===== config.mk =====
export PLATFORM = sky130hd
export DESIGN_NAME = load_balance_target_select
export DESIGN_NICKNAME = d
export VERILOG_FILES = /design/src/sv/lbts_pkg.sv /design/src/sv/load_balance_target_select.sv /design/src/sv/lbts_div.sv /design/src/sv/lbts_ctrl.sv /design/src/sv/lbts_dp.sv
export VERILOG_INCLUDE_DIRS = /design/src /design/src/sv
export SDC_FILE = /design/constraint.sdc
export NUM_CORES = 1
export LEC_CHECK = 0
export ABC_CLOCK_PERIOD_IN_PS = 7400
export BUFFER_PORTS_ARGS = -buffer_cell sky130_fd_sc_hd__buf_2
export CAP_MARGIN = 20
export CORE_MARGIN = 2
export CORE_UTILIZATION = 40
export DETAILED_ROUTE_END_ITERATION = 8
export GPL_TIMING_DRIVEN = 0
export PLACE_DENSITY_LB_ADDON = 0.1
export SYNTH_ARGS = -nofsm -noshare
export SYNTH_HDL_FRONTEND = slang
export SYNTH_SLANG_ARGS = --single-unit

===== constraint.sdc =====
create_clock -name clk -period 7.4 [get_ports clk]
set_input_delay 1.11 -clock clk [delete_from_list [all_inputs] [get_ports clk]]
set_output_delay 1.11 -clock clk [all_outputs]
set_load 0.05 [all_outputs]

===== src/sv/load_balance_target_select_macros.svh =====
// Assertion macros for the load balance target select datapath.
`ifndef LOAD_BALANCE_TARGET_SELECT_MACROS_SVH
`define LOAD_BALANCE_TARGET_SELECT_MACROS_SVH

// Checked on every clock edge once reset is released.
`define LBTS_ASSERT(lbl, prop, msg) \
    lbl: assert property (@(posedge clk) disable iff (!rst_n) (prop)) else $error(msg);

// Checked on every clock edge, reset included.
`define LBTS_ASSERT_ALWAYS(lbl, prop, msg) \
    lbl: assert property (@(posedge clk) (prop)) else $error(msg);

`endif


===== src/sv/lbts_pkg.sv =====
// Shared constants and controller/datapath interface types for the target selector.
package lbts_pkg;

    // Field widths of the item formats and the default processor count.
    localparam int LOAD_W       = 15;
    localparam int CNT_W        = 8;
    localparam int IDX_IN_W     = 3;
    localparam int TDATA_W      = 16;
    localparam int DEF_NUM_CPUS = 8;

    // Load units per ready task are 128, so a task count is a load shifted down by 7.
    localparam int TASK_SHIFT = 7;
    // Smallest load spread at which a single task still moves on a small gap, 128*2-1.
    localparam logic [LOAD_W-1:0] MIN_SPAN = LOAD_W'(255);

    // Commands from the controller to the datapath.
    typedef struct packed {
        logic load;
        logic rd_own;
        logic upd_wr;
        logic own_cap;
        logic scan_rd;
        logic div_start;
        logic decide;
        logic zero_resp;
    } lbts_cmd_t;

    // Status from the datapath to the controller.
    typedef struct packed {
        logic is_query;
        logic me_ok;
        logic scan_last;
        logic div_busy;
        logic out_free;
    } lbts_sts_t;

endpackage


===== src/sv/load_balance_target_select.sv =====
// Top level of the load balance target selector: controller plus datapath.
//
// Use: one stream in, one stream out. An input item carries s_tuser = 0 for a
// load update or 1 for a balance query, with the processor index and ready
// count in s_tdata. An update blends the count into that processor's load
// average and gives no result. A query gives one result item: m_tuser is the
// migrate flag, m_tdata carries the target processor and the task count.
// An update reads and rewrites its own table entry before the next item can be
// taken. A query reads the load table one entry per cycle through its single read
// port, and the average comes from a registered reciprocal multiplication. Items
// are handled one at a time, so a new item is not taken until the last is done.
// Reset makes all load averages read as zero and empties the result register.
// The result is held in an output register; while m_tready is low the block
// still takes and works on the next item, and only stalls when a new result
// is ready while the previous one has not been taken.
module load_balance_target_select #(
    parameter int NUM_CPUS = lbts_pkg::DEF_NUM_CPUS
) (
    input  logic                          clk,
    input  logic                          rst_n,
    input  logic                          s_tvalid,
    output logic                          s_tready,
    // cpu_index [2:0], ready_count [10:3], zero pad [15:11]
    input  logic [lbts_pkg::TDATA_W-1:0]  s_tdata,
    // command [0]
    input  logic                          s_tuser,
    output logic                          m_tvalid,
    input  logic                          m_tready,
    // target_index [2:0], task_count [10:3], zero pad [15:11]
    output logic [lbts_pkg::TDATA_W-1:0]  m_tdata,
    // migrate [0]
    output logic                          m_tuser
);

    lbts_pkg::lbts_cmd_t cmd;
    lbts_pkg::lbts_sts_t sts;

    // Sequencer.
    lbts_ctrl u_ctrl (
        .clk      (clk),
        .rst_n    (rst_n),
        .s_tvalid (s_tvalid),
        .s_tready (s_tready),
        .sts      (sts),
        .cmd      (cmd)
    );

    // Table, accumulators, divider and result register.
    lbts_dp #(
        .NUM_CPUS (NUM_CPUS)
    ) u_dp (
        .clk      (clk),
        .rst_n    (rst_n),
        .s_tdata  (s_tdata),
        .s_tuser  (s_tuser),
        .m_tready (m_tready),
        .m_tvalid (m_tvalid),
        .m_tdata  (m_tdata),
        .m_tuser  (m_tuser),
        .cmd      (cmd),
        .sts      (sts)
    );

endmodule


===== src/sv/lbts_div.sv =====
// Average unit that divides the load total by the processor count through a reciprocal product.
module lbts_div #(
    parameter int NUM_CPUS = lbts_pkg::DEF_NUM_CPUS
) (
    input  logic                                            clk,
    input  logic                                            rst_n,
    input  logic                                            start,
    input  logic [lbts_pkg::LOAD_W+$clog2(NUM_CPUS)-1:0]    dividend,
    output logic [lbts_pkg::LOAD_W-1:0]                     quotient,
    output logic                                            busy
);

    localparam int LOAD_W  = lbts_pkg::LOAD_W;
    localparam int REM_W   = $clog2(NUM_CPUS);
    localparam int SUM_W   = LOAD_W + REM_W;
    localparam int SHIFT   = SUM_W + REM_W;
    localparam int RCP_W   = SUM_W + 1;
    localparam int PROD_W  = SUM_W + RCP_W;
    // Rounded-up reciprocal; exact for every total below 2^SUM_W.
    localparam longint unsigned RCP_FULL =
        ((64'd1 << SHIFT) + 64'(NUM_CPUS) - 64'd1) / 64'(NUM_CPUS);
    localparam logic [RCP_W-1:0] RCP = RCP_W'(RCP_FULL);

    logic [SUM_W-1:0]  dvd_reg;
    logic [LOAD_W-1:0] quo_reg;
    logic              busy_reg;
    logic [PROD_W-1:0] product;

    // Total times the reciprocal; the quotient sits above the scaling shift.
    assign product = {{RCP_W{1'b0}}, dvd_reg} * {{SUM_W{1'b0}}, RCP};

    // Step control: the total is captured first, and the product is registered in the cycle after.
    always_ff @(posedge clk or negedge rst_n)
    begin
        if (!rst_n)
        begin
            busy_reg <= 1'b0;
        end
        else if (start)
        begin
            busy_reg <= 1'b1;
        end
        else
        begin
            busy_reg <= 1'b0;
        end
    end

    // Operand and quotient registers.
    always_ff @(posedge clk)
    begin
        if (start)
        begin
            dvd_reg <= dividend;
        end
        else if (busy_reg)
        begin
            quo_reg <= product[SHIFT+LOAD_W-1:SHIFT];
        end
    end

    assign quotient = quo_reg;
    assign busy     = busy_reg;

endmodule


===== src/sv/lbts_ctrl.sv =====
// Controller state machine that sequences updates, table scans and decisions.
module lbts_ctrl (
    input  logic                clk,
    input  logic                rst_n,
    input  logic                s_tvalid,
    output logic                s_tready,
    input  lbts_pkg::lbts_sts_t sts,
    output lbts_pkg::lbts_cmd_t cmd
);

    typedef enum logic [3:0] {
        IDLE,
        DISPATCH,
        UPD_RD,
        UPD_WR,
        Q_OWN,
        Q_CAP,
        Q_SCAN,
        Q_DRAIN,
        Q_DIV0,
        Q_DIV,
        Q_DECIDE,
        Q_ZERO
    } state_t;

    state_t state_reg;
    state_t state_next;

    // Next state.
    always_comb
    begin
        state_next = state_reg;
        case (state_reg)
            IDLE:
            begin
                if (s_tvalid)
                begin
                    state_next = DISPATCH;
                end
            end
            DISPATCH:
            begin
                if (!sts.is_query)
                begin
                    state_next = sts.me_ok ? UPD_RD : IDLE;
                end
                else
                begin
                    state_next = sts.me_ok ? Q_OWN : Q_ZERO;
                end
            end
            UPD_RD:   state_next = UPD_WR;
            UPD_WR:   state_next = IDLE;
            Q_OWN:    state_next = Q_CAP;
            Q_CAP:    state_next = Q_SCAN;
            Q_SCAN:
            begin
                if (sts.scan_last)
                begin
                    state_next = Q_DRAIN;
                end
            end
            Q_DRAIN:  state_next = Q_DIV0;
            Q_DIV0:   state_next = Q_DIV;
            Q_DIV:
            begin
                if (!sts.div_busy)
                begin
                    state_next = Q_DECIDE;
                end
            end
            Q_DECIDE, Q_ZERO:
            begin
                if (sts.out_free)
                begin
                    state_next = IDLE;
                end
            end
            default:  state_next = IDLE;
        endcase
    end

    // State register.
    always_ff @(posedge clk or negedge rst_n)
    begin
        if (!rst_n)
        begin
            state_reg <= IDLE;
        end
        else
        begin
            state_reg <= state_next;
        end
    end

    // Command decode.
    always_comb
    begin
        cmd           = '0;
        cmd.load      = (state_reg == IDLE) && s_tvalid;
        cmd.rd_own    = (state_reg == UPD_RD) || (state_reg == Q_OWN);
        cmd.upd_wr    = (state_reg == UPD_WR);
        cmd.own_cap   = (state_reg == Q_CAP);
        cmd.scan_rd   = (state_reg == Q_SCAN);
        cmd.div_start = (state_reg == Q_DIV0);
        cmd.decide    = (state_reg == Q_DECIDE) && sts.out_free;
        cmd.zero_resp = (state_reg == Q_ZERO) && sts.out_free;
    end

    assign s_tready = (state_reg == IDLE);

endmodule


===== src/sv/lbts_dp.sv =====
// Datapath: load table memory, scan accumulators, average divider and result register.
`include "load_balance_target_select_macros.svh"

module lbts_dp #(
    parameter int NUM_CPUS = lbts_pkg::DEF_NUM_CPUS
) (
    input  logic                          clk,
    input  logic                          rst_n,
    input  logic [lbts_pkg::TDATA_W-1:0]  s_tdata,
    input  logic                          s_tuser,
    input  logic                          m_tready,
    output logic                          m_tvalid,
    output logic [lbts_pkg::TDATA_W-1:0]  m_tdata,
    output logic                          m_tuser,
    input  lbts_pkg::lbts_cmd_t           cmd,
    output lbts_pkg::lbts_sts_t           sts
);

    localparam int LOAD_W = lbts_pkg::LOAD_W;
    localparam int CNT_W  = lbts_pkg::CNT_W;
    localparam int IN_W   = lbts_pkg::IDX_IN_W;
    localparam int IDX_W  = $clog2(NUM_CPUS);
    localparam int SUM_W  = LOAD_W + IDX_W;
    localparam int CMP_W  = IDX_W + IN_W + 1;
    localparam int PAD_W  = lbts_pkg::TDATA_W - IN_W - CNT_W;
    localparam logic [IDX_W-1:0] LAST_IDX = IDX_W'(NUM_CPUS - 1);

    // Latched input item.
    logic              query_reg;
    logic [IN_W-1:0]   me_reg;
    logic [CNT_W-1:0]  cnt_reg;
    logic [IDX_W-1:0]  me_a;

    // Load table and per-entry valid bits.
    logic [LOAD_W-1:0] mem [NUM_CPUS];
    logic [NUM_CPUS-1:0] valid_reg;
    logic [LOAD_W-1:0] rd_data_reg;
    logic              rd_vld_reg;
    logic [LOAD_W-1:0] rd_load;
    logic [IDX_W-1:0]  rd_addr;
    logic              rd_en;
    logic [LOAD_W:0]   blend_sum;
    logic [LOAD_W-1:0] wr_data;

    // Scan state.
    logic [IDX_W-1:0]  idx_reg;
    logic [IDX_W-1:0]  idx_d_reg;
    logic              acc_pend_reg;
    logic [LOAD_W-1:0] this_reg;
    logic [LOAD_W-1:0] min_reg;
    logic [IDX_W-1:0]  best_reg;
    logic              found_reg;
    logic [SUM_W-1:0]  total_reg;

    // Average and decision.
    logic [LOAD_W-1:0] ave;
    logic              div_busy;
    logic [LOAD_W+1:0] this_x4;
    logic [LOAD_W+2:0] min_x5;
    logic              no_mig;
    logic [LOAD_W-1:0] d_low;
    logic [LOAD_W-1:0] d_high;
    logic [LOAD_W-1:0] gap;
    logic [LOAD_W-1:0] span;
    logic              mig;
    logic [CNT_W-1:0]  mig_cnt;

    // Result register.
    logic              out_valid_reg;
    logic              out_mig_reg;
    logic [IN_W-1:0]   out_tgt_reg;
    logic [CNT_W-1:0]  out_cnt_reg;
    logic              out_load;
    logic              out_free;

    // Input latch.
    always_ff @(posedge clk)
    begin
        if (cmd.load)
        begin
            query_reg <= s_tuser;
            me_reg    <= s_tdata[IN_W-1:0];
            cnt_reg   <= s_tdata[IN_W+CNT_W-1:IN_W];
        end
    end

    assign me_a = IDX_W'(me_reg);

    // Table port: the own entry for updates and queries, the scan index otherwise.
    assign rd_en   = cmd.rd_own | cmd.scan_rd;
    assign rd_addr = cmd.rd_own ? me_a : idx_reg;
    assign rd_load = rd_vld_reg ? rd_data_reg : '0;

    // Blend of the old average with the new ready count, halved.
    assign blend_sum = {1'b0, rd_load} + {1'b0, cnt_reg, {lbts_pkg::TASK_SHIFT{1'b0}}};
    assign wr_data   = blend_sum[LOAD_W:1];

    always_ff @(posedge clk)
    begin
        if (rd_en)
        begin
            rd_data_reg <= mem[rd_addr];
        end
        if (cmd.upd_wr)
        begin
            mem[me_a] <= wr_data;
        end
    end

    // Entries never written read as zero.
    always_ff @(posedge clk or negedge rst_n)
    begin
        if (!rst_n)
        begin
            valid_reg    <= '0;
            rd_vld_reg   <= 1'b0;
            acc_pend_reg <= 1'b0;
        end
        else
        begin
            acc_pend_reg <= cmd.scan_rd;
            if (rd_en)
            begin
                rd_vld_reg <= valid_reg[rd_addr];
            end
            if (cmd.upd_wr)
            begin
                valid_reg[me_a] <= 1'b1;
            end
        end
    end

    // Scan: running total and the lowest load among the other processors.
    always_ff @(posedge clk)
    begin
        idx_d_reg <= idx_reg;
        if (cmd.own_cap)
        begin
            idx_reg   <= '0;
            this_reg  <= rd_load;
            min_reg   <= rd_load;
            best_reg  <= '0;
            found_reg <= 1'b0;
            total_reg <= '0;
        end
        else
        begin
            if (cmd.scan_rd)
            begin
                idx_reg <= idx_reg + IDX_W'(1);
            end
            if (acc_pend_reg)
            begin
                total_reg <= total_reg + SUM_W'(rd_load);
                if ((idx_d_reg != me_a) && (rd_load <= min_reg))
                begin
                    min_reg   <= rd_load;
                    best_reg  <= idx_d_reg;
                    found_reg <= 1'b1;
                end
            end
        end
    end

    lbts_div #(
        .NUM_CPUS (NUM_CPUS)
    ) u_div (
        .clk      (clk),
        .rst_n    (rst_n),
        .start    (cmd.div_start),
        .dividend (total_reg),
        .quotient (ave),
        .busy     (div_busy)
    );

    // Migration decision: 100*this < 125*min is the same test as 4*this < 5*min.
    always_comb
    begin
        this_x4 = {this_reg, 2'b00};
        min_x5  = {1'b0, min_reg, 2'b00} + {3'b000, min_reg};
        no_mig  = !found_reg || (this_reg <= min_reg) || (this_reg <= ave)
                  || ({1'b0, this_x4} < min_x5);
        d_low   = ave - min_reg;
        d_high  = this_reg - ave;
        gap     = (d_low < d_high) ? d_low : d_high;
        span    = this_reg - min_reg;
        if (no_mig)
        begin
            mig     = 1'b0;
            mig_cnt = '0;
        end
        else if (gap[LOAD_W-1:lbts_pkg::TASK_SHIFT] == '0)
        begin
            mig     = (span >= lbts_pkg::MIN_SPAN);
            mig_cnt = mig ? CNT_W'(1) : '0;
        end
        else
        begin
            mig     = 1'b1;
            mig_cnt = CNT_W'(gap >> lbts_pkg::TASK_SHIFT);
        end
    end

    // Result register, free when empty or being taken.
    assign out_free = !out_valid_reg || m_tready;
    assign out_load = cmd.decide | cmd.zero_resp;

    always_ff @(posedge clk or negedge rst_n)
    begin
        if (!rst_n)
        begin
            out_valid_reg <= 1'b0;
        end
        else if (out_load)
        begin
            out_valid_reg <= 1'b1;
        end
        else if (m_tready)
        begin
            out_valid_reg <= 1'b0;
        end
    end

    always_ff @(posedge clk)
    begin
        if (out_load)
        begin
            out_mig_reg <= cmd.decide & mig;
            out_tgt_reg <= (cmd.decide & mig) ? IN_W'(best_reg) : '0;
            out_cnt_reg <= cmd.decide ? mig_cnt : '0;
        end
    end

    assign m_tvalid = out_valid_reg;
    assign m_tuser  = out_mig_reg;
    assign m_tdata  = {{PAD_W{1'b0}}, out_cnt_reg, out_tgt_reg};

    // Status back to the controller.
    always_comb
    begin
        sts           = '0;
        sts.is_query  = query_reg;
        sts.me_ok     = (CMP_W'(me_reg) < CMP_W'(NUM_CPUS));
        sts.scan_last = (idx_reg == LAST_IDX);
        sts.div_busy  = div_busy;
        sts.out_free  = out_free;
    end

    `LBTS_ASSERT(a_no_write_during_scan, !(cmd.upd_wr && acc_pend_reg), "table write during scan")
    `LBTS_ASSERT(a_result_into_free_reg, out_load |-> out_free, "result overwrote a pending result")
    `LBTS_ASSERT(a_migrate_has_tasks, (out_valid_reg && out_mig_reg) |-> (out_cnt_reg != '0), "migration with zero tasks")
    `LBTS_ASSERT(a_div_before_decide, cmd.decide |-> (!div_busy && $past(!cmd.div_start)), "decision before average ready")

endmodule


==> Word level (Yosys, flattened, before mapping) <==
Memory sizes are Yosys's and may differ from the RTL's. A register that Yosys moved wholly into a read port is not among the register bits.
Cells that the tools add are included.
W data, S select, Z words.
{ "op_classes": {"n_addsub": 7, "order_cmp": 9, "eq_ne": 17, "muxes": 25, "n_bitwise": 6, "reduce_logical": 23} }
{ "op_table": {"columns": ["op", "n"], "rows": [
  ["$mux W15", 5],
  ["$le A15 B15 Y1", 3],
  ["$sub A15 B15 Y15", 3],
  ["$pmux W4 S10", 1],
  ["$add A17 B15 Y18", 1],
  ["$add A18 B15 Y18", 1],
  ["$lt A17 B18 Y1", 1],
  ["$add A15 B15 Y16", 1],
  ["$eq A4 B3 Y1 const B", 4],
  ["$eq A4 B4 Y1 const B", 4],
  ["$mux W4", 4],
  ["$ge A15 B8 Y1 const B", 1],
  ["$lt A15 B15 Y1", 1],
  ["$mux W1", 10],
  ["$eq A4 B2 Y1 const B", 2],
  ["$logic_not A8 Y1", 1],
  ["$lt A3 B4 Y1 const B", 2],
  ["$mux W8", 1],
  ["$or A8 B8 Y8", 1],
  ["$mux W3", 2],
  ["$ne A2 B2 Y1 const B", 3],
  ["$reduce_and A2 Y1", 3],
  ["$reduce_bool A2 Y1", 3],
  ["$logic_and A1 B1 Y1", 5],
  ["other kinds (16)", 24]
]} }
{ "word_totals": {"regBits": 131, "ram_bits": 120, "inputBits": 21, "out_inout_bits": 19, "wordCells": 109, "mem_count": 1} }
{ "memory_table": {"columns": ["memory", "depth", "word_bits", "read_ports", "rd_ports_with_merged_regs", "write_ports", "line", "text"], "rows": [
  ["u_dp.mem", 8, 15, 1, 1, 1, "lbts_dp.sv:35", "logic [LOAD_W-1:0] mem [NUM_CPUS];"]
]} }

==> Logic depth before layout (Yosys ltp) <==
Gate-level depths: netlist (run 1).
{ "depth": {"ltp_word": 7, "ltp_mapped": 23, "ltp_nobuf": 22} }

==> Hierarchy <==
Synthesis (run 1) repeated with hierarchy kept, for this count alone.
{ "unflattened": {"hier_cells": 1158, "hier_area_um2": 14557.7} }
{ "by_module_without_submodules": {"columns": ["mod", "n_inst", "cells_each", "area_each_um2", "seq_area_each_um2"], "rows": [
  ["lbts_dp", 1, 1080, 13238.9, 6511.2],
  ["lbts_div", 1, 32, 939.7, 925.9],
  ["lbts_ctrl", 1, 46, 379.1, 100.1]
]} }

==> Least setup slack after synthesis (run 1) <==
Ideal clock, no wire load.
{ "synth_timing": {"kind": "register to register", "start": "reg u_dp.min_reg[1]", "end": "reg u_dp.out_cnt_reg[3] (data pin)", "setup_time_ps": 157, "arrival_ps": 4207, "required_ps": 7243, "slack_ps": 3036, "stages_incl_launch_ff": 22, "path_buffers": 1, "synth_period_minus_slack_ps": 4364, "cell_sequence": "edfxtp_1 -> ha_1 -> a211oi_1 -> o21ai_1 -> a211o_1 -> a31oi_1 -> o21ba_2 -> o21ai_0 -> a21o_1 -> a21oi_1 -> xnor2_1 -> ha_1 -> o21a_1 -> nor2_1 -> or4_1 -> nor3b_1 -> nand4_1 -> a31oi_1 -> o41ai_1 -> or3_4 -> buf_6 -> nor3_1"} }
{ "synth_via": {"elab_chain_len": 5} }
{ "synth_rtl": {"columns": ["element", "line", "text"], "rows": [
  ["start: declaration", "lbts_dp.sv:50", "logic [LOAD_W-1:0] min_reg;"],
  ["start signal: assignment", "lbts_dp.sv:141", "min_reg <= rd_load;"],
  ["start signal: assignment", "lbts_dp.sv:157", "min_reg <= rd_load;"],
  ["$sub A15 B15 Y15 or $le A15 B15 Y1 (tied branches)", "lbts_dp.sv:183, lbts_dp.sv:181", null],
  ["$lt A15 B15 Y1 or $logic_or A1 B1 Y1 (tied branches)", "lbts_dp.sv:185, lbts_dp.sv:181", null],
  ["$mux W15 or $logic_or A1 B1 Y1 (tied branches)", "lbts_dp.sv:185, lbts_dp.sv:181", null],
  ["$logic_not A8 Y1 or $logic_or A1 B1 Y1 (tied branches)", "lbts_dp.sv:192, lbts_dp.sv:182", null],
  ["$mux W8 or $reduce_or A2 Y1 (tied branches)", null, null],
  ["end signal: assignment", "lbts_dp.sv:230", "out_cnt_reg <= cmd.decide ? mig_cnt : '0;"],
  ["end: declaration", "lbts_dp.sv:72", "logic [CNT_W-1:0] out_cnt_reg;"]
]} }
Parallel ways exist; a longest one is shown, timed or not.
A chain may end at the register's enable or synchronous reset.

==> Worst setup path in the final report (run 1) <==
{ "layout_timing": {"start": "reg u_dp.min_reg[0]", "end": "reg u_dp.out_tgt_reg[1] (data pin)"} }
{ "layout_via": {"elab_chain_len": 7} }
{ "layout_rtl": {"columns": ["element", "line", "text"], "rows": [
  ["$sub A15 B15 Y15", "lbts_dp.sv:183", "d_low = ave - min_reg;"],
  ["$lt A15 B15 Y1", "lbts_dp.sv:185", "gap = (d_low < d_high) ? d_low : d_high;"],
  ["$mux W15", "lbts_dp.sv:185", null],
  ["$logic_not A8 Y1", "lbts_dp.sv:192", "else if (gap[LOAD_W-1:lbts_pkg::TASK_SHIFT] == '0)"],
  ["$mux W1", "lbts_dp.sv:192", null],
  ["$mux W1 (*)", "lbts_dp.sv:187", "if (no_mig)"],
  ["$and A1 B1 Y1 (*)", "lbts_dp.sv:229", "out_tgt_reg <= (cmd.decide & mig) ? IN_W'(best_reg) : '0;"],
  ["end signal: assignment", "lbts_dp.sv:229", null],
  ["end: declaration", "lbts_dp.sv:71", "logic [IN_W-1:0] out_tgt_reg;"]
]} }
Every way passes the cells marked *; elsewhere a longest branch is shown, timed or not.

==> results of run 1 <==
-- layer usage --
metal,vias up,GRT usage [%],wire length (um)
li1,4502,-,-
met1,4426,23.2,15100
met2,132,30.5,16300
met3,45,1.72,803
met4,0,4.46,790
met5,-,0,0
-- power by group through the flow --
stage                     Combinational, mW  Clock [mW]  Sequential (mW)
after global placement                 3.47           0             2.24
after global routing                   3.90        1.57             2.24
after detailed placement               3.52           0             2.24
after floorplan                        2.64           0             2.19
final                                  3.49        1.47             2.21
after CTS                              3.54        1.51             2.21
-- kinds of logic (layout without fill, tap and decap cells) --
kind of cell / Yosys count / count (layout) / share of synthesized area [%]
AOI/OAI and AO/OA: 234 / 234 / 11.1
other: 1 / 5 / 0.0260
DFF: 263 / 263 / 52.3
adders and majority gates: 132 / 132 / 11.8
muxes: 79 / 79 / 8.40
buffers and inverters: 109 / 203 / 3.10
and+or+nand+nor: 267 / 267 / 9.36
xor gates and xnor gates: 65 / 65 / 3.95
-- worst max-delay path, delay by kind of cell (launching register included) --
kind	cells	cell delay [ps]
DFF	1	480
and+or+nand+nor	6	1400
buffers and inverters	2	220
xor gates and xnor gates	1	140
AOI/OAI and AO/OA	11	1950
adders and majority gates	3	900
-- per-stage QoR --
stage                     utilization (%)  worst slack, ps  std cells  hold slack (ps)  total power, mW
after floorplan                         -             3040       1154              366             4.83
final                                46.0             2120       1709              393             7.17
after global placement               42.6             2090       1644              383             5.72
after global routing                 46.0             1780       1709              409             7.70
after CTS                            46.0             2050       1709              392             7.27
after detailed placement             43.2             2070       1655              384             5.77
-- cell usage after synthesis, types with 15 or more instances --
cell	n	area, um^2
edfxtp_1	219	6580
ha_1	126	1580
inv_1	85	319
nor2_1	82	308
a21oi_1	57	285
xnor2_1	44	385
nand2_1	40	150
o21ai_0	38	190
nor3_1	33	165
mux4_2	32	721
mux2i_1	31	310
dfxtp_1	28	561
a21o_1	23	173
xor2_1	21	184
a211oi_1	17	128
dfrtp_1	16	400
mux2_2	16	180
nand2b_1	15	93.8
o21a_1	15	113
-- worst min path at each step --
stage,start,endpoint,slack [ps],depth (start not counted)
3_5_place_dp,u_dp.idx_reg[1],u_dp.idx_d_reg[1],380,0
4_1_cts,u_dp.idx_reg[1],u_dp.idx_d_reg[1],390,0
2_1_floorplan,u_dp.idx_reg[1],u_dp.idx_d_reg[1],370,0
6_report,u_dp.idx_reg[1],u_dp.idx_d_reg[1],390,0
3_3_place_gp,u_dp.idx_reg[1],u_dp.idx_d_reg[1],380,0
5_1_grt,u_dp.idx_reg[1],u_dp.idx_d_reg[1],410,0
-- area by class of cell --
type / count / share of cell area, %
multi-input cells: 782 / 39.6
clock buffers: 37 / 4.75
clock inverters: 17 / 1.25
well taps: 461 / 3.53
flip-flops and latches: 263 / 46.1
inverters: 85 / 1.95
plain buffers: 24 / 0.780
repair buffers: 40 / 2.01
==> metrics.md, run 1 <==
| Metric | Value |
|---|---|
| Routed wire length | 32.9 mm |
| First-pass DRT Iterations | 4 |
| Minimum clock period after layout | 5280 ps |
| Hold Crit Class | reg2reg |
| Layout Nets | 1378 |
| CP max FO | 10 |
| Ant diodes | 0 |
| Comb power frac | 48.6% |
| Post-CTS Resized | 0 |
| TritonCTS clock tree | done |
| Die Y-Extent | 194 um |
| Synth unique cells | 80 |
| Fraction of layout cells with a size suffix above 1 | 14.7% |
| Cell mode on critical path | o21ai_0 |
| CP max stage cell | edfxtp_1 |
| Internal power | 4.42 mW |
| ANT nets after route | 0 |
| Die width | 194 um |
| Cts bufs inserted | 29 |
| CP Capture Type | flop |
| Worst vdd ir | 0.000231 V |
| Critical path, cell by cell | ha_1, inv_1, fa_1, nor2b_1, o21ai_0, a21boi_0, o21ai_0, a211oi_1, o21a_1, o211a_1, o21ai_0, xnor2_1, ha_1, o21a_1, nor2_1, or4_1, nor3b_1, nand4_1, a31oi_1, o41ai_1, or3_4, buf_6, a211oi_1 |
| Slew Limit Fails | 0 |
| Reg2reg start | u_dp.min_reg[0] |
| Crit Path Category | reg2reg |
| Initial antenna violation count | 0 |
| TritonCTS Sinks | 263 |
| FF/Latch Area | 7540 um^2 |
| IO buf count | 29 |
| Clock slew at reported path FFs | 60 ps |
| Post-synth design cell area | 14400 um^2 |
| Period utilization | 71.3% |
| Max_cap viols | 0 |
| Most frequent cells in the layout | edfxtp_1 (219), ha_1 (126), inv_1 (85) |
| Register area share after synthesis | 52.3% |
| Post-CTS Setup Inserts | 0 |
| Iter 0 DRT Violations | 389 |
| Residual DRC count | 0 |
| Post-DP HPWL | 25.1 mm |
| Routed wire per std cell | 19.3 um |
| FF-to-FF End | u_dp.out_tgt_reg[1] |
| RSZ-0062 raised after global routing | no |
| Total gr overflow | 0 |
| Critical path destination | u_dp.out_tgt_reg[1] |
| Worst R2R Setup Slack | 2120 ps |
| Fmax | 190 MHz |
| Setup TNS | 0 ps |
| Slew headroom | 36.5% |
| Async S/R FF share, synth | 6.08% |
| Starting density of the core | 40.5% |
| Cell area after placement | 15400 um^2 |
| Worst setup SP type | flop |
| Global-route wire length before repair | 51.2 mm |
| Multi-input gate area | 6480 um^2 |
| Clk pwr share | 20.5% |
| Post-synth EDFFs | 219 |
| Hold buffer count at cts | 0 |
| Worst-Margin Slew | 947 ps |
| Max FFs per register | 120 |
| Largest net degree at the start of global routing | 17 |
| Overall global routing resource usage | 17.4% |
| Routed via count | 9105 |
| P_sw | 2.76 mW |
| Data required, critical path | 7770 ps |
| Final instance area | 16400 um^2 |
| Run status | complete, no violations |
| PwrDens | 439 nW/um^2 |
| FF+latch count, synth | 263 |
| Number of fill cells in the layout | 3270 |
| Slowest stage delay, CP | 480 ps |
| Worst r2r path cells | 23 |
| Clock Skews | 19.4 ps |
| Vias per inst | 5.33 |
| Hold Violations, Final | 0 |
| Clock Tree Root | clkbuf_16 |
| Placer Congestion | 0.849 |
| Worst EP arrival | 5650 ps |
| Syn-to-layout area delta | 13.5% |
| Mapped Avg Cell Area | 12.5 um^2 |
| Synth Flop Type | edfxtp_1 |
| Commonest non-fill, non-tap cell in the layout | edfxtp_1 |
| Site row count | 69 |
| Clock Latency Late Sink | 560 ps |
| Sw Ratio | 38.4% |
| Final setup vio count | 0 |
| Post-Syn Instances | 1150 |
| Clock tree buffer depth | 3 |
| Vias in the first global route | 9112 |
| Pleak | 6.38 nW |
| Ports | 40 |
| Register share of total power | 30.8% |
| Syn. warnings | 0 |
| Worst Setup SP | u_dp.min_reg[0] |
| CORE AREA | 35600 um^2 |
| Die area | 37600 um^2 |
| Htree depth | 1 |
Note: power is estimated with default switching activity, not from simulation.
==> run 2: changes to the inputs <==
--- a/config.mk
+++ b/config.mk
@@ -6,7 +6,7 @@
 export SDC_FILE = /design/constraint.sdc
 export NUM_CORES = 1
 export LEC_CHECK = 0
-export ABC_CLOCK_PERIOD_IN_PS = 7400
+export ABC_CLOCK_PERIOD_IN_PS = 5500
 export BUFFER_PORTS_ARGS = -buffer_cell sky130_fd_sc_hd__buf_2
 export CAP_MARGIN = 20
 export CORE_MARGIN = 2
==> constraint.sdc (replaced) <==
create_clock -name clk -period 5.5 [get_ports clk]
set_input_delay 0.825 -clock clk [delete_from_list [all_inputs] [get_ports clk]]
set_output_delay 0.825 -clock clk [all_outputs]
set_load 0.05 [all_outputs]
==> metrics.md, run 2 (synthesis gave the netlist of run 1 again) <==
| Metric | Value |
|---|---|
| Dpl ws | 171 ps (was 2070 ps) |
| Starting density of the core | 40.5% (unchanged) |
| Clk pwr share | 20.5% (about the same) |
| Ant diodes | 0 (unchanged) |
| Final instance area | 16400 um^2 (about the same) |
| Fmax | 194 MHz (was 190 MHz) |
| Busiest grt layer | met2 (unchanged) |
| Max_cap viols | 0 (unchanged) |
| Initial antenna violation count | 0 (unchanged) |
| Worst r2r path cells | 23 (unchanged) |
| Routed wire per std cell | 19.3 um (about the same) |
| PwrDens | 590 nW/um^2 (was 439 nW/um^2) |
| Routed via count | 9108 (was 9105) |
| IO buf count | 29 (unchanged) |
| Worst R2R Setup Slack | 340 ps (was 2120 ps) |
| Register share of total power | 30.8% (about the same) |
| Crit Path Category | reg2reg (unchanged) |
| Run status | complete, no violations (unchanged) |
| TritonCTS clock tree | done (unchanged) |
| ANT nets after route | 0 (unchanged) |
| Die Y-Extent | 194 um (unchanged) |
| CORE AREA | 35600 um^2 (unchanged) |
| Critical path destination | u_dp.out_tgt_reg[1] (unchanged) |
| Clock tree buffer depth | 3 (unchanged) |
| Placer Congestion | 0.849 (unchanged) |
| Period utilization | 93.8% (was 71.3%) |
| Grt met3 use | 1.72% (unchanged) |
| Ports | 40 (unchanged) |
| Reg2reg start | u_dp.min_reg[0] (unchanged) |
| Worst vdd ir | 0.000310 V (was 0.000231 V) |
| Met1 track demand over resource | 23.2% (unchanged) |
| Setup TNS | 0 ps (unchanged) |
| P_sw | 3.71 mW (was 2.76 mW) |
| Fraction of layout cells with a size suffix above 1 | 14.8% (was 14.7%) |
| CP Capture Type | flop (unchanged) |
| Final Worst Setup Slack | 340 ps (was 2120 ps) |
| Cts bufs inserted | 29 (unchanged) |
| Overall global routing resource usage | 17.4% (unchanged) |
| Total gr overflow | 0 (unchanged) |
| RSZ-0062 raised after global routing | no (unchanged) |
| Slowest stage delay, CP | 480 ps (about the same) |
| TritonCTS Sinks | 263 (unchanged) |
| CP max FO | 10 (unchanged) |
| Slew Limit Fails | 0 (unchanged) |
| Cell area after placement | 15400 um^2 (unchanged) |
| Htree depth | 1 (unchanged) |
| Cell mode on critical path | o21ai_0 (unchanged) |
| Minimum clock period after layout | 5160 ps (was 5280 ps) |
| Critical path, cell by cell | ha_1, inv_1, fa_1, nor2b_1, o21ai_0, a21boi_0, o21ai_0, a211oi_1, o21a_1, o211a_1, o21ai_0, xnor2_1, ha_1, o21a_1, nor2_1, or4_1, nor3b_2, nand4_1, a31oi_1, o41ai_1, or3_4, buf_6, a211oi_1 (was ha_1, inv_1, fa_1, nor2b_1, o21ai_0, a21boi_0, o21ai_0, a211oi_1, o21a_1, o211a_1, o21ai_0, xnor2_1, ha_1, o21a_1, nor2_1, or4_1, nor3b_1, nand4_1, a31oi_1, o41ai_1, or3_4, buf_6, a211oi_1) |
| Worst setup SP type | flop (unchanged) |
| Max FFs per register | 120 (unchanged) |
| Clock slew at reported path FFs | 60 ps (about the same) |
| Commonest non-fill, non-tap cell in the layout | edfxtp_1 (unchanged) |
| Vias per inst | 5.33 (about the same) |
| Post-DP HPWL | 25.1 mm (unchanged) |
| Routed wire length | 32.9 mm (about the same) |
| Hold Crit Class | in2async (was reg2reg) |
| Most frequent cells in the layout | edfxtp_1 (219), ha_1 (126), inv_1 (85) (unchanged) |
| Sw Ratio | 38.4% (about the same) |
| Clock Skews | 19.4 ps (about the same) |
| Residual DRC count | 0 (unchanged) |
| First-pass DRT Iterations | 4 (unchanged) |
| Post-CTS Setup Inserts | 0 (unchanged) |
| M2 GR Usage | 30.5% (unchanged) |
| CP max stage cell | edfxtp_1 (unchanged) |
| Clock Tree Root | clkbuf_16 (unchanged) |
| Final setup vio count | 0 (unchanged) |
| Global-route wire length before repair | 51.2 mm (unchanged) |
| Hold Violations, Final | 0 (unchanged) |
| Pleak | 6.38 nW (about the same) |
| Clock Latency Late Sink | 560 ps (about the same) |
| Iter 0 DRT Violations | 379 (was 389) |
| FF-to-FF End | u_dp.out_tgt_reg[1] (unchanged) |
| Vias in the first global route | 9112 (unchanged) |
| Largest net degree at the start of global routing | 17 (unchanged) |
| Worst EP arrival | 5530 ps (was 5650 ps) |
| Comb power frac | 48.7% (was 48.6%) |
| Layout Nets | 1378 (unchanged) |
| Slew headroom | 36.5% (unchanged) |
| Site row count | 69 (unchanged) |
| Syn-to-layout area delta | 13.5% (about the same) |
| Hold Slack | 180 ps (was 393 ps) |
| Internal power | 5.95 mW (was 4.42 mW) |
| Worst-Margin Slew | 947 ps (unchanged) |
| Die area | 37600 um^2 (unchanged) |
| Die width | 194 um (unchanged) |
| Data required, critical path | 5870 ps (was 7770 ps) |
| Worst Setup SP | u_dp.min_reg[0] (unchanged) |
## run 2: cell counts in the layout (fill, tap and decap cells not counted)
Identical to the previous run, type by type.
## run 2: worst max-delay path: cells and delay by family (launching register included)
family	cells	cell delay, ps
flip-flops	1	480
buffers and inverters	2	220
XOR/XNOR	1	140
adder cells (fa/ha/maj)	3	900
AND/OR/NAND/NOR	6	1300
AO/OA/AOI/OAI	11	1940
## run 2: area by class of cell
| cell class | instances | area (um^2) |
|---|---|---|
| clock inverter | 17 | 204 |
| clock buffer | 37 | 777 |
| inverter | 85 | 319 |
| timing repair buffer | 40 | 329 |
| tap | 461 | 577 |
| fill | 3269 | 19200 |
| buffer | 24 | 128 |
| sequential | 263 | 7540 |
| multi-input combinational | 782 | 6490 |
## run 2: power groups by stage
stage	Combinational, mW	Sequential (mW)	Clock (mW)
6_report	4.70	2.98	1.98
5_1_grt	5.25	3.01	2.11
4_1_cts	4.76	2.98	2.03
3_5_place_dp	4.74	3.02	0
3_3_place_gp	4.68	3.02	0
2_1_floorplan	3.55	2.95	0
## run 2: how the worst min path moves through the flow
| stage | slack [ps] | to | start |
|---|---|---|---|
| global placement | 380 | u_dp.idx_d_reg[1] | u_dp.idx_reg[1] |
| floorplan | 370 | u_dp.idx_d_reg[1] | u_dp.idx_reg[1] |
| detailed placement | 380 | u_dp.idx_d_reg[1] | u_dp.idx_reg[1] |
| CTS | 180 | u_dp.valid_reg[5] | rst_n |
| global route | 200 | u_dp.valid_reg[5] | rst_n |
| finish | 180 | u_dp.valid_reg[5] | rst_n |
## run 2: repair_timing
| item | 4_1_cts | 5_1_grt |
|---|---|---|
| hold buffers | 0 | 0 |
| setup endpoints to repair | 0 | 5 |
| hold endpoints to repair | 0 | 0 |
| resized for setup | 0 | 2 |
## run 2: metrics by stage
step / power [mW] / instances / utilization [%]
final: 9.66 / 1709 / 46.0
after global routing: 10.4 / 1709 / 46.0
after CTS: 9.78 / 1709 / 46.0
after detailed placement: 7.76 / 1655 / 43.2
after global placement: 7.69 / 1644 / 42.6
after floorplan: 6.50 / 1154 / -
## run 2: per-layer routing
layer	share of wire (%)	routed length [um]	vias up
met1	46	15100	4432
met3	2.3	773	45
met2	49	16300	129
li1	-	-	4502
met5	0	0	-
met4	2.4	790	0
==> run 3: changes to the inputs <==
==> constraint.sdc (replaced) <==
create_clock -name clk -period 5.5 [get_ports clk]
set_input_delay 0.55 -clock clk [delete_from_list [all_inputs] [get_ports clk]]
set_output_delay 0.55 -clock clk [all_outputs]
set_load 0.05 [all_outputs]
==> metrics.md, run 3 (synthesis gave the netlist of run 1 again) <==
| Metric | Value |
|---|---|
| Run status | complete, no violations (unchanged) |
| Hold Startpoint | s_tdata[4] |
| ANT nets after route | 0 (unchanged) |
| Worst r2r path cells | 23 (unchanged) |
| Cts bufs inserted | 29 (unchanged) |
| FF-to-FF End | u_dp.out_tgt_reg[1] (unchanged) |
| Initial antenna violation count | 0 (unchanged) |
| Worst hold stages | 1 |
| Placer Congestion | 0.849 (unchanged) |
| Final setup vio count | 0 (unchanged) |
| Total power | 9.66 mW (about the same) |
| Setup TNS | 0 ps (unchanged) |
| Worst R2R Setup Slack | 360 ps (was 340 ps) |
| Met3 routed WL | 730 um (was 773 um) |
| Ports | 40 (unchanged) |
| First-pass DRT Iterations | 5 (was 4) |
| Clock Latency Late Sink | 560 ps (about the same) |
| FF/Latch Area | 7540 um^2 (unchanged) |
| Crit Path Category | reg2reg (unchanged) |
| Overall global routing resource usage | 17.4% (unchanged) |
| Die area | 37600 um^2 (unchanged) |
| Most frequent cells in the layout | edfxtp_1 (219), ha_1 (126), inv_1 (85) (unchanged) |
| Data required, critical path | 5870 ps (about the same) |
| Clock Tree Root | clkbuf_16 (unchanged) |
| Worst vdd ir | 0.000310 V (about the same) |
| Die width | 194 um (unchanged) |
| Slew headroom | 36.1% (was 36.5%) |
| Iter 0 DRT Violations | 424 (was 379) |
| Starting density of the core | 40.5% (unchanged) |
| Site row count | 69 (unchanged) |
| Met2 WL | 16.2 mm (was 16.3 mm) |
| Dpl ws | 171 ps (unchanged) |
| Residual DRC count | 0 (unchanged) |
| Clock Skews | 21.0 ps (was 19.4 ps) |
| TritonCTS clock tree | done (unchanged) |
| Max FFs per register | 120 (unchanged) |
| Hold Crit Class | in2reg (was in2async) |
| Worst EP arrival | 5520 ps (was 5530 ps) |
| Number of fill cells in the layout | 3266 (was 3269) |
| WHS Endpoint | u_dp.cnt_reg[1] |
| Fraction of layout cells with a size suffix above 1 | 14.8% (about the same) |
| CP max FO | 10 (unchanged) |
| Clock tree buffer depth | 3 (unchanged) |
| Reg2reg start | u_dp.min_reg[0] (unchanged) |
| Post-DP HPWL | 25.1 mm (unchanged) |
| Pleak | 6.38 nW (about the same) |
| Post-CTS Setup Inserts | 0 (unchanged) |
| Worst setup SP type | flop (unchanged) |
| Routed wire per std cell | 19.3 um (about the same) |
| Commonest non-fill, non-tap cell in the layout | edfxtp_1 (unchanged) |
| Routed wire length | 33.0 mm (was 32.9 mm) |
| CP Capture Type | flop (unchanged) |
| Total gr overflow | 0 (unchanged) |
| Largest net degree at the start of global routing | 17 (unchanged) |
| Final Worst Setup Slack | 358 ps (was 340 ps) |
| Die Y-Extent | 194 um (unchanged) |
| Htree depth | 1 (unchanged) |
| Worst-Margin Slew | 953 ps (was 947 ps) |
| Period utilization | 93.5% (was 93.8%) |
| Syn-to-layout area delta | 13.6% (was 13.5%) |
| Vias in the first global route | 9112 (unchanged) |
| RSZ-0062 raised after global routing | no (unchanged) |
| Routed via count | 9075 (was 9108) |
| Layout Nets | 1379 (was 1378) |
| Slew Limit Fails | 0 (unchanged) |
| Top sig layer | met4 (unchanged) |
| Ant diodes | 0 (unchanged) |
| Minimum clock period after layout | 5140 ps (was 5160 ps) |
| Global-route wire length before repair | 51.2 mm (unchanged) |
| DRT met1 WL | 15.2 mm (was 15.1 mm) |
| IO buf count | 29 (unchanged) |
| Fmax | 194 MHz (about the same) |
| Multi-input gate area | 6490 um^2 (unchanged) |
| Max_cap viols | 0 (unchanged) |
| TritonCTS Sinks | 263 (unchanged) |
| CORE AREA | 35600 um^2 (unchanged) |
| Vias per inst | 5.31 (was 5.33) |
| Hold Violations, Final | 0 (unchanged) |
| PwrDens | 590 nW/um^2 (about the same) |
| Clock slew at reported path FFs | 60 ps (about the same) |
[run 3: critical path, cell delays in order, from the launching register on]
cell,delay (ps)
edfxtp_1,480
ha_1,240
inv_1,60
fa_1,390
nor2b_1,140
o21ai_0,110
a21boi_0,220
o21ai_0,180
a211oi_1,300
o21a_1,200
o211a_1,170
o21ai_0,90
xnor2_1,140
ha_1,270
o21a_1,110
nor2_1,30
or4_1,410
nor3b_2,230
nand4_1,110
a31oi_1,250
o41ai_1,120
or3_4,380
buf_6,160
a211oi_1,180
[run 3: area by class of cell]
| class | instances | share of cell area, % |
|---|---|---|
| sequential | 263 | 46.0 |
| tap | 461 | 3.52 |
| clock inverter | 17 | 1.25 |
| timing repair buffer | 41 | 2.07 |
| clock buffer | 37 | 4.75 |
| multi-input combinational | 782 | 39.6 |
| buffer | 24 | 0.780 |
| inverter | 85 | 1.95 |
[run 3: layer usage]
metal	track usage [%]	up-vias
met2	30.5	109
met3	1.72	42
met4	4.46	0
li1	-	4504
met5	0	-
met1	23.2	4420
[run 3: where the power goes]
group	switching (mW)	internal (mW)	total [mW]
logic	2.71	1.99	4.70
clock network	0.788	1.19	1.98
registers	0.212	2.76	2.98
total	3.71	5.95	9.66
[run 3: worst max-delay path by stage]
stage	cells past startpoint	slack, ps	from	endpoint
2_1_floorplan	21	1140	u_dp.min_reg[1]	u_dp.out_cnt_reg[3]
3_3_place_gp	23	190	u_dp.min_reg[0]	u_dp.out_tgt_reg[2]
3_5_place_dp	23	170	u_dp.min_reg[0]	u_dp.out_tgt_reg[1]
4_1_cts	23	150	u_dp.min_reg[0]	u_dp.out_tgt_reg[1]
5_1_grt	23	4	u_dp.min_reg[0]	u_dp.out_cnt_reg[3]
6_report	23	360	u_dp.min_reg[0]	u_dp.out_tgt_reg[1]
[run 3: repair_timing]
| item | in CTS | in global routing |
|---|---|---|
| gates resized for setup | 0 | 2 |
| endpoints found under the setup margin | 0 | 5 |
| endpoints found under the hold margin | 16 | 0 |
| hold buffers | 1 | 0 |
[run 3: through the flow]
step           std cells  hold WS [ps]  util [%]  area [um^2]
3_3_place_gp        1644           383      42.6        15200
2_1_floorplan       1154           254         -        14400
3_5_place_dp        1655           384      43.2        15400
6_report            1710           161      46.0        16400
4_1_cts             1710           138      46.0        16400
5_1_grt             1710           145      46.0        16400
